==> src/hdl/stip_pkg.sv <==
`timescale 1ns / 1ps
// stip_pkg: types, character codes and digit decoding for the string to integer parser
// no dependencies; used by the channel interfaces and the parser top level

package stip_pkg;

  typedef logic [7:0]  char_t;
  typedef logic [4:0]  base_t;
  typedef logic [63:0] word_t;
  typedef logic [15:0] count_t;

  typedef enum logic [2:0] {
    PH_IDLE   = 3'd0,
    PH_WS     = 3'd1,
    PH_SIGNED = 3'd2,
    PH_ZERO   = 3'd3,
    PH_XSEEN  = 3'd4,
    PH_DIGITS = 3'd5
  } phase_t;

  localparam count_t MAX_CONSUMED = 16'hFFFF;

  localparam base_t RADIX_RESET = 5'd10;
  localparam base_t BASE_DEC    = 5'd10;
  localparam base_t BASE_HEX    = 5'd16;
  localparam base_t BASE_AUTO   = 5'd0;
  localparam base_t BASE_UNARY  = 5'd1;
  localparam base_t NOT_DIGIT   = 5'd16;

  localparam char_t CH_SPACE = 8'h20;
  localparam char_t CH_TAB   = 8'h09;
  localparam char_t CH_LF    = 8'h0A;
  localparam char_t CH_CR    = 8'h0D;
  localparam char_t CH_MINUS = 8'h2D;
  localparam char_t CH_PLUS  = 8'h2B;
  localparam char_t CH_ZERO  = 8'h30;
  localparam char_t CH_NINE  = 8'h39;
  localparam char_t CH_LO_A  = 8'h61;
  localparam char_t CH_LO_F  = 8'h66;
  localparam char_t CH_LO_X  = 8'h78;
  localparam char_t CH_UP_A  = 8'h41;
  localparam char_t CH_UP_F  = 8'h46;
  localparam char_t CH_UP_X  = 8'h58;

  // digit value of a character, NOT_DIGIT for anything else
  function automatic base_t digit_of(input char_t c);
    char_t t;
    t = 8'd0;
    if (c >= CH_ZERO && c <= CH_NINE) begin
      t = c - CH_ZERO;
      return t[4:0];
    end
    if (c >= CH_LO_A && c <= CH_LO_F) begin
      t = c - CH_LO_A + 8'd10;
      return t[4:0];
    end
    if (c >= CH_UP_A && c <= CH_UP_F) begin
      t = c - CH_UP_A + 8'd10;
      return t[4:0];
    end
    return NOT_DIGIT;
  endfunction

endpackage

==> src/hdl/stip_ifs.sv <==
`timescale 1ns / 1ps
// stip channel interfaces: character input, result output and radix write port
// depends on stip_pkg for the payload types

interface stip_in_if import stip_pkg::*; ();
  logic  valid;
  logic  ready;
  char_t character;
  logic  start_req;

  modport source (output valid, output character, output start_req, input ready);
  modport sink   (input valid, input character, input start_req, output ready);
endinterface

interface stip_out_if import stip_pkg::*; ();
  logic   valid;
  logic   ready;
  word_t  value;
  count_t consumed;

  modport source (output valid, output value, output consumed, input ready);
  modport sink   (input valid, input value, input consumed, output ready);
endinterface

interface stip_cfg_if import stip_pkg::*; ();
  logic  valid;
  logic  ready;
  base_t radix;

  modport source (output valid, output radix, input ready);
  modport sink   (input valid, input radix, output ready);
endinterface

==> src/hdl/string_to_integer_parser.sv <==
`timescale 1ns / 1ps
// string_to_integer_parser: one character per transfer, strtol-style integer parse
// an ending character passes the input register, then the result register, waiting in the
//   first while the result register is full; throughput: one character per cycle but for
//   that wait; shift-add by a base of at most 16 lies between input and state registers
// reset: synchronous, active low; clears both stages, the parse state and sets radix to 10
// depends on stip_pkg and the interfaces in stip_ifs

module string_to_integer_parser import stip_pkg::*; (
  input  logic clk,
  input  logic rst_n,
  stip_in_if.sink    in_bus,
  stip_out_if.source out_bus,
  stip_cfg_if.sink   cfg_bus
);

  // configuration register
  base_t radix_r;

  // input register
  logic  s1_valid_r;
  char_t s1_char_r;
  logic  s1_start_r;

  // parse state
  phase_t phase_r, phase_nxt;
  word_t  acc_r, acc_nxt;
  logic   neg_r, neg_nxt;
  base_t  base_r, base_nxt;
  count_t pos_r, pos_nxt;

  // result register
  logic   out_valid_r;
  word_t  out_value_r;
  count_t out_consumed_r;

  // step logic
  logic   start_ok, start_bad;
  phase_t cur_phase;
  base_t  cur_base;
  count_t cur_pos;
  logic   cur_neg;
  base_t  eff_base;
  base_t  dig;
  count_t pos_bump;
  word_t  mac;
  logic   is_space, is_sign, is_x;
  logic   emit;
  word_t  res_value;
  count_t res_consumed;
  logic   out_free, s1_go;

  // handshakes
  assign cfg_bus.ready = rst_n;
  // the result register frees up when empty or being taken this cycle
  assign out_free = !out_valid_r || out_bus.ready;
  // an item that gives no result never waits for the output side
  assign s1_go = s1_valid_r && (!emit || out_free);
  assign in_bus.ready = rst_n && (!s1_valid_r || s1_go);

  assign out_bus.valid    = out_valid_r;
  assign out_bus.value    = out_value_r;
  assign out_bus.consumed = out_consumed_r;

  // a start with an unusable radix reports at once and leaves the parser idle
  assign start_bad = s1_start_r && (radix_r == BASE_UNARY || radix_r > BASE_HEX);
  assign start_ok  = s1_start_r && !start_bad;

  // state seen by this character: a start opens a fresh parse
  assign cur_phase = start_ok ? PH_WS : phase_r;
  assign cur_base  = start_ok ? radix_r : base_r;
  assign cur_pos   = start_ok ? '0 : pos_r;
  assign cur_neg   = start_ok ? 1'b0 : neg_r;

  // auto radix counts as decimal until a hex prefix is seen
  assign eff_base = (cur_base == BASE_AUTO) ? BASE_DEC : cur_base;
  assign dig      = digit_of(s1_char_r);
  assign pos_bump = (cur_pos != MAX_CONSUMED) ? cur_pos + 16'd1 : cur_pos;

  assign is_space = (s1_char_r == CH_SPACE) || (s1_char_r == CH_TAB) ||
                    (s1_char_r == CH_LF) || (s1_char_r == CH_CR);
  assign is_sign  = (s1_char_r == CH_MINUS) || (s1_char_r == CH_PLUS);
  assign is_x     = (s1_char_r == CH_LO_X) || (s1_char_r == CH_UP_X);

  // accumulate, wrapping modulo 2^64; only reached with the registered state
  // shift-add over the five base bits
  assign mac = (base_r[0] ? acc_r : '0) +
               (base_r[1] ? {acc_r[62:0], 1'b0} : '0) +
               (base_r[2] ? {acc_r[61:0], 2'b0} : '0) +
               (base_r[3] ? {acc_r[60:0], 3'b0} : '0) +
               (base_r[4] ? {acc_r[59:0], 4'b0} : '0) +
               {59'd0, dig};

  // next state and result for the character in the input register
  always_comb begin
    phase_nxt    = cur_phase;
    base_nxt     = cur_base;
    pos_nxt      = cur_pos;
    neg_nxt      = cur_neg;
    acc_nxt      = start_ok ? '0 : acc_r;
    emit         = 1'b0;
    res_value    = '0;
    res_consumed = '0;
    if (start_bad) begin
      emit      = 1'b1;
      phase_nxt = PH_IDLE;
    end else begin
      unique case (cur_phase) inside
        PH_IDLE: begin
          // characters outside a string are dropped
        end
        PH_WS, PH_SIGNED: begin
          if (cur_phase == PH_WS && is_space) begin
            pos_nxt = pos_bump;
          end else if (cur_phase == PH_WS && is_sign) begin
            neg_nxt   = (s1_char_r == CH_MINUS);
            pos_nxt   = pos_bump;
            phase_nxt = PH_SIGNED;
          end else if (s1_char_r == CH_ZERO &&
                       (cur_base == BASE_AUTO || cur_base == BASE_HEX)) begin
            // leading zero may open a hex prefix
            acc_nxt   = '0;
            pos_nxt   = pos_bump;
            phase_nxt = PH_ZERO;
          end else if (dig < eff_base) begin
            base_nxt  = eff_base;
            acc_nxt   = {59'd0, dig};
            pos_nxt   = pos_bump;
            phase_nxt = PH_DIGITS;
          end else begin
            // no digits at all
            emit      = 1'b1;
            phase_nxt = PH_IDLE;
          end
        end
        PH_ZERO: begin
          if (is_x) begin
            pos_nxt   = pos_bump;
            phase_nxt = PH_XSEEN;
          end else begin
            base_nxt = eff_base;
            if (dig < eff_base) begin
              acc_nxt   = {59'd0, dig};
              pos_nxt   = pos_bump;
              phase_nxt = PH_DIGITS;
            end else begin
              emit         = 1'b1;
              res_consumed = cur_pos;
              phase_nxt    = PH_IDLE;
            end
          end
        end
        PH_XSEEN: begin
          if (dig < BASE_HEX) begin
            base_nxt  = BASE_HEX;
            acc_nxt   = {59'd0, dig};
            pos_nxt   = pos_bump;
            phase_nxt = PH_DIGITS;
          end else begin
            // the x is handed back: count stops after the zero
            emit         = 1'b1;
            res_consumed = (cur_pos == MAX_CONSUMED) ? MAX_CONSUMED : cur_pos - 16'd1;
            phase_nxt    = PH_IDLE;
          end
        end
        PH_DIGITS: begin
          if (dig < cur_base) begin
            acc_nxt = mac;
            pos_nxt = pos_bump;
          end else begin
            emit         = 1'b1;
            res_value    = cur_neg ? (64'd0 - acc_r) : acc_r;
            res_consumed = cur_pos;
            phase_nxt    = PH_IDLE;
          end
        end
        default: begin
          phase_nxt = PH_IDLE;
        end
      endcase
    end
  end

  // radix register
  always_ff @(posedge clk) begin
    if (!rst_n) begin
      radix_r <= RADIX_RESET;
    end else if (cfg_bus.valid && cfg_bus.ready) begin
      radix_r <= cfg_bus.radix;
    end
  end

  // input register
  always_ff @(posedge clk) begin
    if (!rst_n) begin
      s1_valid_r <= 1'b0;
    end else if (in_bus.valid && in_bus.ready) begin
      s1_valid_r <= 1'b1;
    end else if (s1_go) begin
      s1_valid_r <= 1'b0;
    end
  end

  always_ff @(posedge clk) begin
    if (in_bus.valid && in_bus.ready) begin
      s1_char_r  <= in_bus.character;
      s1_start_r <= in_bus.start_req;
    end
  end

  // parse state, moves once per character processed
  always_ff @(posedge clk) begin
    if (!rst_n) begin
      phase_r <= PH_IDLE;
      acc_r   <= '0;
      neg_r   <= 1'b0;
      base_r  <= '0;
      pos_r   <= '0;
    end else if (s1_go) begin
      phase_r <= phase_nxt;
      acc_r   <= acc_nxt;
      neg_r   <= neg_nxt;
      base_r  <= base_nxt;
      pos_r   <= pos_nxt;
    end
  end

  // result register
  always_ff @(posedge clk) begin
    if (!rst_n) begin
      out_valid_r <= 1'b0;
    end else if (s1_go && emit) begin
      out_valid_r <= 1'b1;
    end else if (out_bus.ready) begin
      out_valid_r <= 1'b0;
    end
  end

  always_ff @(posedge clk) begin
    if (s1_go && emit) begin
      out_value_r    <= res_value;
      out_consumed_r <= res_consumed;
    end
  end

endmodule

==> src/flat_wrapper.sv <==
// flat-port wrapper written by rule: the top's interface ports become plain ports
module string_to_integer_parser_flat import stip_pkg::*;
  (clk, rst_n, in_bus_valid, in_bus_character, in_bus_start_req, in_bus_ready, out_bus_valid, out_bus_value, out_bus_consumed, out_bus_ready, cfg_bus_valid, cfg_bus_radix, cfg_bus_ready);
  stip_in_if in_bus_i ();
  stip_out_if out_bus_i ();
  stip_cfg_if cfg_bus_i ();
  input  logic clk;
  input  logic rst_n;
  input wire logic [$bits(in_bus_i.valid)-1:0] in_bus_valid;
  input wire logic [$bits(in_bus_i.character)-1:0] in_bus_character;
  input wire logic [$bits(in_bus_i.start_req)-1:0] in_bus_start_req;
  output wire logic [$bits(in_bus_i.ready)-1:0] in_bus_ready;
  output wire logic [$bits(out_bus_i.valid)-1:0] out_bus_valid;
  output wire logic [$bits(out_bus_i.value)-1:0] out_bus_value;
  output wire logic [$bits(out_bus_i.consumed)-1:0] out_bus_consumed;
  input wire logic [$bits(out_bus_i.ready)-1:0] out_bus_ready;
  input wire logic [$bits(cfg_bus_i.valid)-1:0] cfg_bus_valid;
  input wire logic [$bits(cfg_bus_i.radix)-1:0] cfg_bus_radix;
  output wire logic [$bits(cfg_bus_i.ready)-1:0] cfg_bus_ready;
  assign in_bus_i.valid = in_bus_valid;
  assign in_bus_i.character = in_bus_character;
  assign in_bus_i.start_req = in_bus_start_req;
  assign in_bus_ready = in_bus_i.ready;
  assign out_bus_valid = out_bus_i.valid;
  assign out_bus_value = out_bus_i.value;
  assign out_bus_consumed = out_bus_i.consumed;
  assign out_bus_i.ready = out_bus_ready;
  assign cfg_bus_i.valid = cfg_bus_valid;
  assign cfg_bus_i.radix = cfg_bus_radix;
  assign cfg_bus_ready = cfg_bus_i.ready;
  string_to_integer_parser u_core (.clk(clk), .rst_n(rst_n), .in_bus(in_bus_i), .out_bus(out_bus_i), .cfg_bus(cfg_bus_i));
endmodule
==> config.mk <==
export PLATFORM = sky130hd
export DESIGN_NAME = string_to_integer_parser_flat
export DESIGN_NICKNAME = d
export VERILOG_FILES = /design/src/hdl/stip_pkg.sv /design/src/hdl/stip_ifs.sv /design/src/hdl/string_to_integer_parser.sv /design/src/flat_wrapper.sv
export SDC_FILE = /design/constraint.sdc
export NUM_CORES = 1
export LEC_CHECK = 0
export BUFFER_PORTS_ARGS = -buffer_cell sky130_fd_sc_hd__buf_2
export CAP_MARGIN = 20
export CORE_MARGIN = 1.5
export CORE_UTILIZATION = 40
export DETAILED_ROUTE_END_ITERATION = 16
export GPL_ROUTABILITY_DRIVEN = 0
export PLACE_DENSITY_LB_ADDON = 0.15
export SLEW_MARGIN = 10
export SYNTH_ARGS = -nofsm -noshare
export SYNTH_HDL_FRONTEND = slang
export SYNTH_SLANG_ARGS = --single-unit
==> constraint.sdc <==
create_clock -name clk -period 10.3 [get_ports clk]
set_input_delay 0 -clock clk [delete_from_list [all_inputs] [get_ports clk]]
set_output_delay 0 -clock clk [all_outputs]
set_load 0.02 [all_outputs]
==> metrics.cfg <==
[outcome]
outcome = finished, final reports clean

[placed_design]
portBuffers = 101
hpwl_um = 41900
dp_cells = 3063

[routing]
wire_per_inst_um = 18.3
drc = 0
viasPerCell = 5.51
vias = 17172
drt-initial-drc-count = 1167
finalWirelength_um = 57000
drt_pre_antenna_iters = 6
ant_nets = 0

[final_layout]
fillers = 4943
final_nets = 2774
diodes = 0
drive_gt1_frac = 0.0838
finalNonFillerCells = 3118
fin_util = 0.439
syn_to_final_growth_pct = 7.73

[critical_path]
critPathTopFamily = compound AO/OA/AOI/OAI gates
reg2regPathDepth = 22
slowest_delay_ns = 0.55
cp_common_cell = fa_1
ff2ff_setup_slack_ns = 3.60
cp.required_ns = 10.67
arrival_ns = 7.07
critical_path.n_buffers_inverters = 3
critPathSlowestCell = fa_1
endpoint_kind = flip-flop
worstReg2RegStart = u_core.s1_char_r[0]$_DFFE_PP_
startpoint_type = flip-flop
worst-setup-path-type = reg2reg
path_max_fanout = 9
r2r-end = u_core.acc_r[63]$_SDFFE_PN0P_
crit_path_cell_trace = inv_1, ha_1, nor4b_1, nor4_2, and3_1, o221a_2, fa_1, fa_1, inv_1, fa_1, inv_1, fa_1, nor2b_1, o2111ai_1, a21boi_0, o2111ai_1, and4_1, o21ai_1, o21ai_1, o31ai_1, a2111o_1, o211ai_1

[synth]
synth_nets = 2793
synth-seq-cells = 185
synth_area_per_cell_um2 = 8.38
synth-edff-count = 89
synth_commonest_cells = nand2_1, inv_1, fa_1
synth_cell_type_count = 92
synthTopCellsByArea = fa_1, edfxtp_1, dfxtp_1
synth_seq_area_share = 0.224
synth_area_leader_cell = fa_1
syn_inst = 2452
netlist_area_um2 = 20500
ys.flop_type = dfxtp_1
synth.top_cell.area_share = 0.179
async_flop_share = 0
yosysMostFrequentCell = nand2_1
yosysWarningCount = 0

[timing]
fin_skew_ns = 0.0227
relSlewSlack = 0.415
timing.final.max_slew_violations = 0
setup_tns_ns = 0
rsz0062_at_grt = false
fmax_ghz = 0.149
finalSetupViolCount = 0
post-route-min-period_ns = 6.70
worst_pin_slew_ns = 0.878
hold_violations = 0
post-route-period-util = 0.651

[clock_tree]
cts_buffers = 17
clock_sinks = 185
htreeDepth = 4
post-cts-setup-buffer-count = 0
path_clk_slew_ns = 0.09
clock_latency_ns = 0.48
cts_root_buffer = clkbuf_16
cts.path.max_buffers = 2
cts_tree = yes

[min_path]
min_from = rst_n
hp-class = in2reg
min_to = u_core.radix_r[1]$_SDFFE_PN1P_
hold_depth = 3

[floorplan]
core_um2 = 50400
fp.dieW_um = 230
io_pins = 102
die_h_um = 230
initial_core_util = 0.408
dieArea_um2 = 52700
fp-row-count = 82

[power_and_ir_drop]
p_total_w = 0.00166
p_leak_nw = 9.79
power_density_nw_per_um2 = 74.8
ir_worst_vdd_mv = 0.114

[grt]
grt_start_max_net_pins = 81
antenna_found_initial = 0
grt_usage = 0.221
grt_pass1_vias = 17365
grt.overflow.total = 0
grt_pass1_wl_um = 93500

[job]
maxCapViolations = 0

==> stage by stage <==
| step | area, um^2 | setup slack, ns | hold slack, ns |
|---|---|---|---|
| after floorplan | 20500 | 3.06 | 0.0989 |
| after global placement | 21300 | 3.97 | 0.184 |
| after detailed placement | 21300 | 3.60 | 0.180 |
| after CTS | 22100 | 3.58 | 0.00658 |
| after global routing | 22100 | 3.17 | 0.0564 |
| final | 22100 | 3.60 | 0.0370 |
==> power breakdown <==
part	internal (W)	switching (W)
combinational	0.0000539	0.000124
clock	0.000344	0.000337
sequential	0.000781	0.0000164
==> layout make-up <==
class                   instances  area, um^2  share of cell area
clock inverters                13         146             0.00662
multi-input cells            1892       14500               0.654
clock buffers                  19         433              0.0196
flip-flops and latches        185        4600               0.208
repair buffers                144         903              0.0408
inverters                     193         724              0.0327
well taps                     672         841              0.0380
==> worst max-delay path by stage <==
stage	from	end	depth (start not counted)
6_report	u_core.s1_char_r[0]$_DFFE_PP_	u_core.acc_r[63]$_SDFFE_PN0P_	22
5_1_grt	u_core.s1_char_r[0]$_DFFE_PP_	u_core.acc_r[55]$_SDFFE_PN0P_	22
4_1_cts	u_core.s1_char_r[0]$_DFFE_PP_	u_core.acc_r[63]$_SDFFE_PN0P_	22
3_5_place_dp	u_core.s1_char_r[0]$_DFFE_PP_	u_core.acc_r[63]$_SDFFE_PN0P_	22
3_3_place_gp	u_core.s1_char_r[0]$_DFFE_PP_	u_core.acc_r[63]$_SDFFE_PN0P_	22
2_1_floorplan	u_core.s1_char_r[0]$_DFFE_PP_	u_core.out_bus.consumed[0]$_SDFFCE_PP0P_	16
==> routing by layer <==
| layer | part of all wire | up-vias | GRT usage |
|---|---|---|---|
| met5 | 0 | - | 0 |
| met4 | 0.023 | 0 | 0.0715 |
| met3 | 0.037 | 66 | 0.0254 |
| met2 | 0.47 | 373 | 0.363 |
| met1 | 0.47 | 8520 | 0.303 |
| li1 | - | 8213 | - |
==> worst reg2reg max path, delay by kind of cell (launching register included) <==
family,cells,cell delay [ns]
AOI/OAI and AO/OA,9,2.41
adders and majority gates,5,2.21
buffers and inverters,3,0.30
DFF,1,0.49
and+or+nand+nor,5,1.19
==> placed cells by master (no fill, tap or decap), types with 63 or more instances in the layout <==
cell type and count:
nand2_1 357, inv_1 193, fa_1 184, nor2_1 161, and2_1 143, a21oi_1 143
o21ai_0 141, ha_1 138, buf_2 101, dfxtp_1 91, edfxtp_1 89, xnor2_1 63
==> repair_timing <==
item,4_1_cts,5_1_grt
resized for setup,0,0
hold buffers,22,0
endpoints found under the hold margin,16,0
setup endpoints to repair,0,0
==> registers in the layout (all words and copies together) (netlist names), 3 cells and up <==
name	cells
u_core.acc_r	64
u_core.phase_r	3
u_core.s1_char_r	8
u_core.pos_r	16
u_core.base_r	5
u_core.out_bus.consumed	16
u_core.out_bus.value	64
u_core.radix_r	5
==> cells by family (layout without fill, tap and decap cells) <==
| logic type | count (synthesis) | in the layout | synth area share |
|---|---|---|---|
| AOI/OAI and AO/OA | 531 | 531 | 0.166 |
| xor gates and xnor gates | 122 | 122 | 0.0520 |
| adders and majority gates | 322 | 322 | 0.263 |
| buffers and inverters | 375 | 369 | 0.0721 |
| DFF | 185 | 185 | 0.224 |
| muxes | 14 | 14 | 0.00694 |
| and+or+nand+nor | 903 | 903 | 0.216 |
Power figures use the tool's default switching activity.
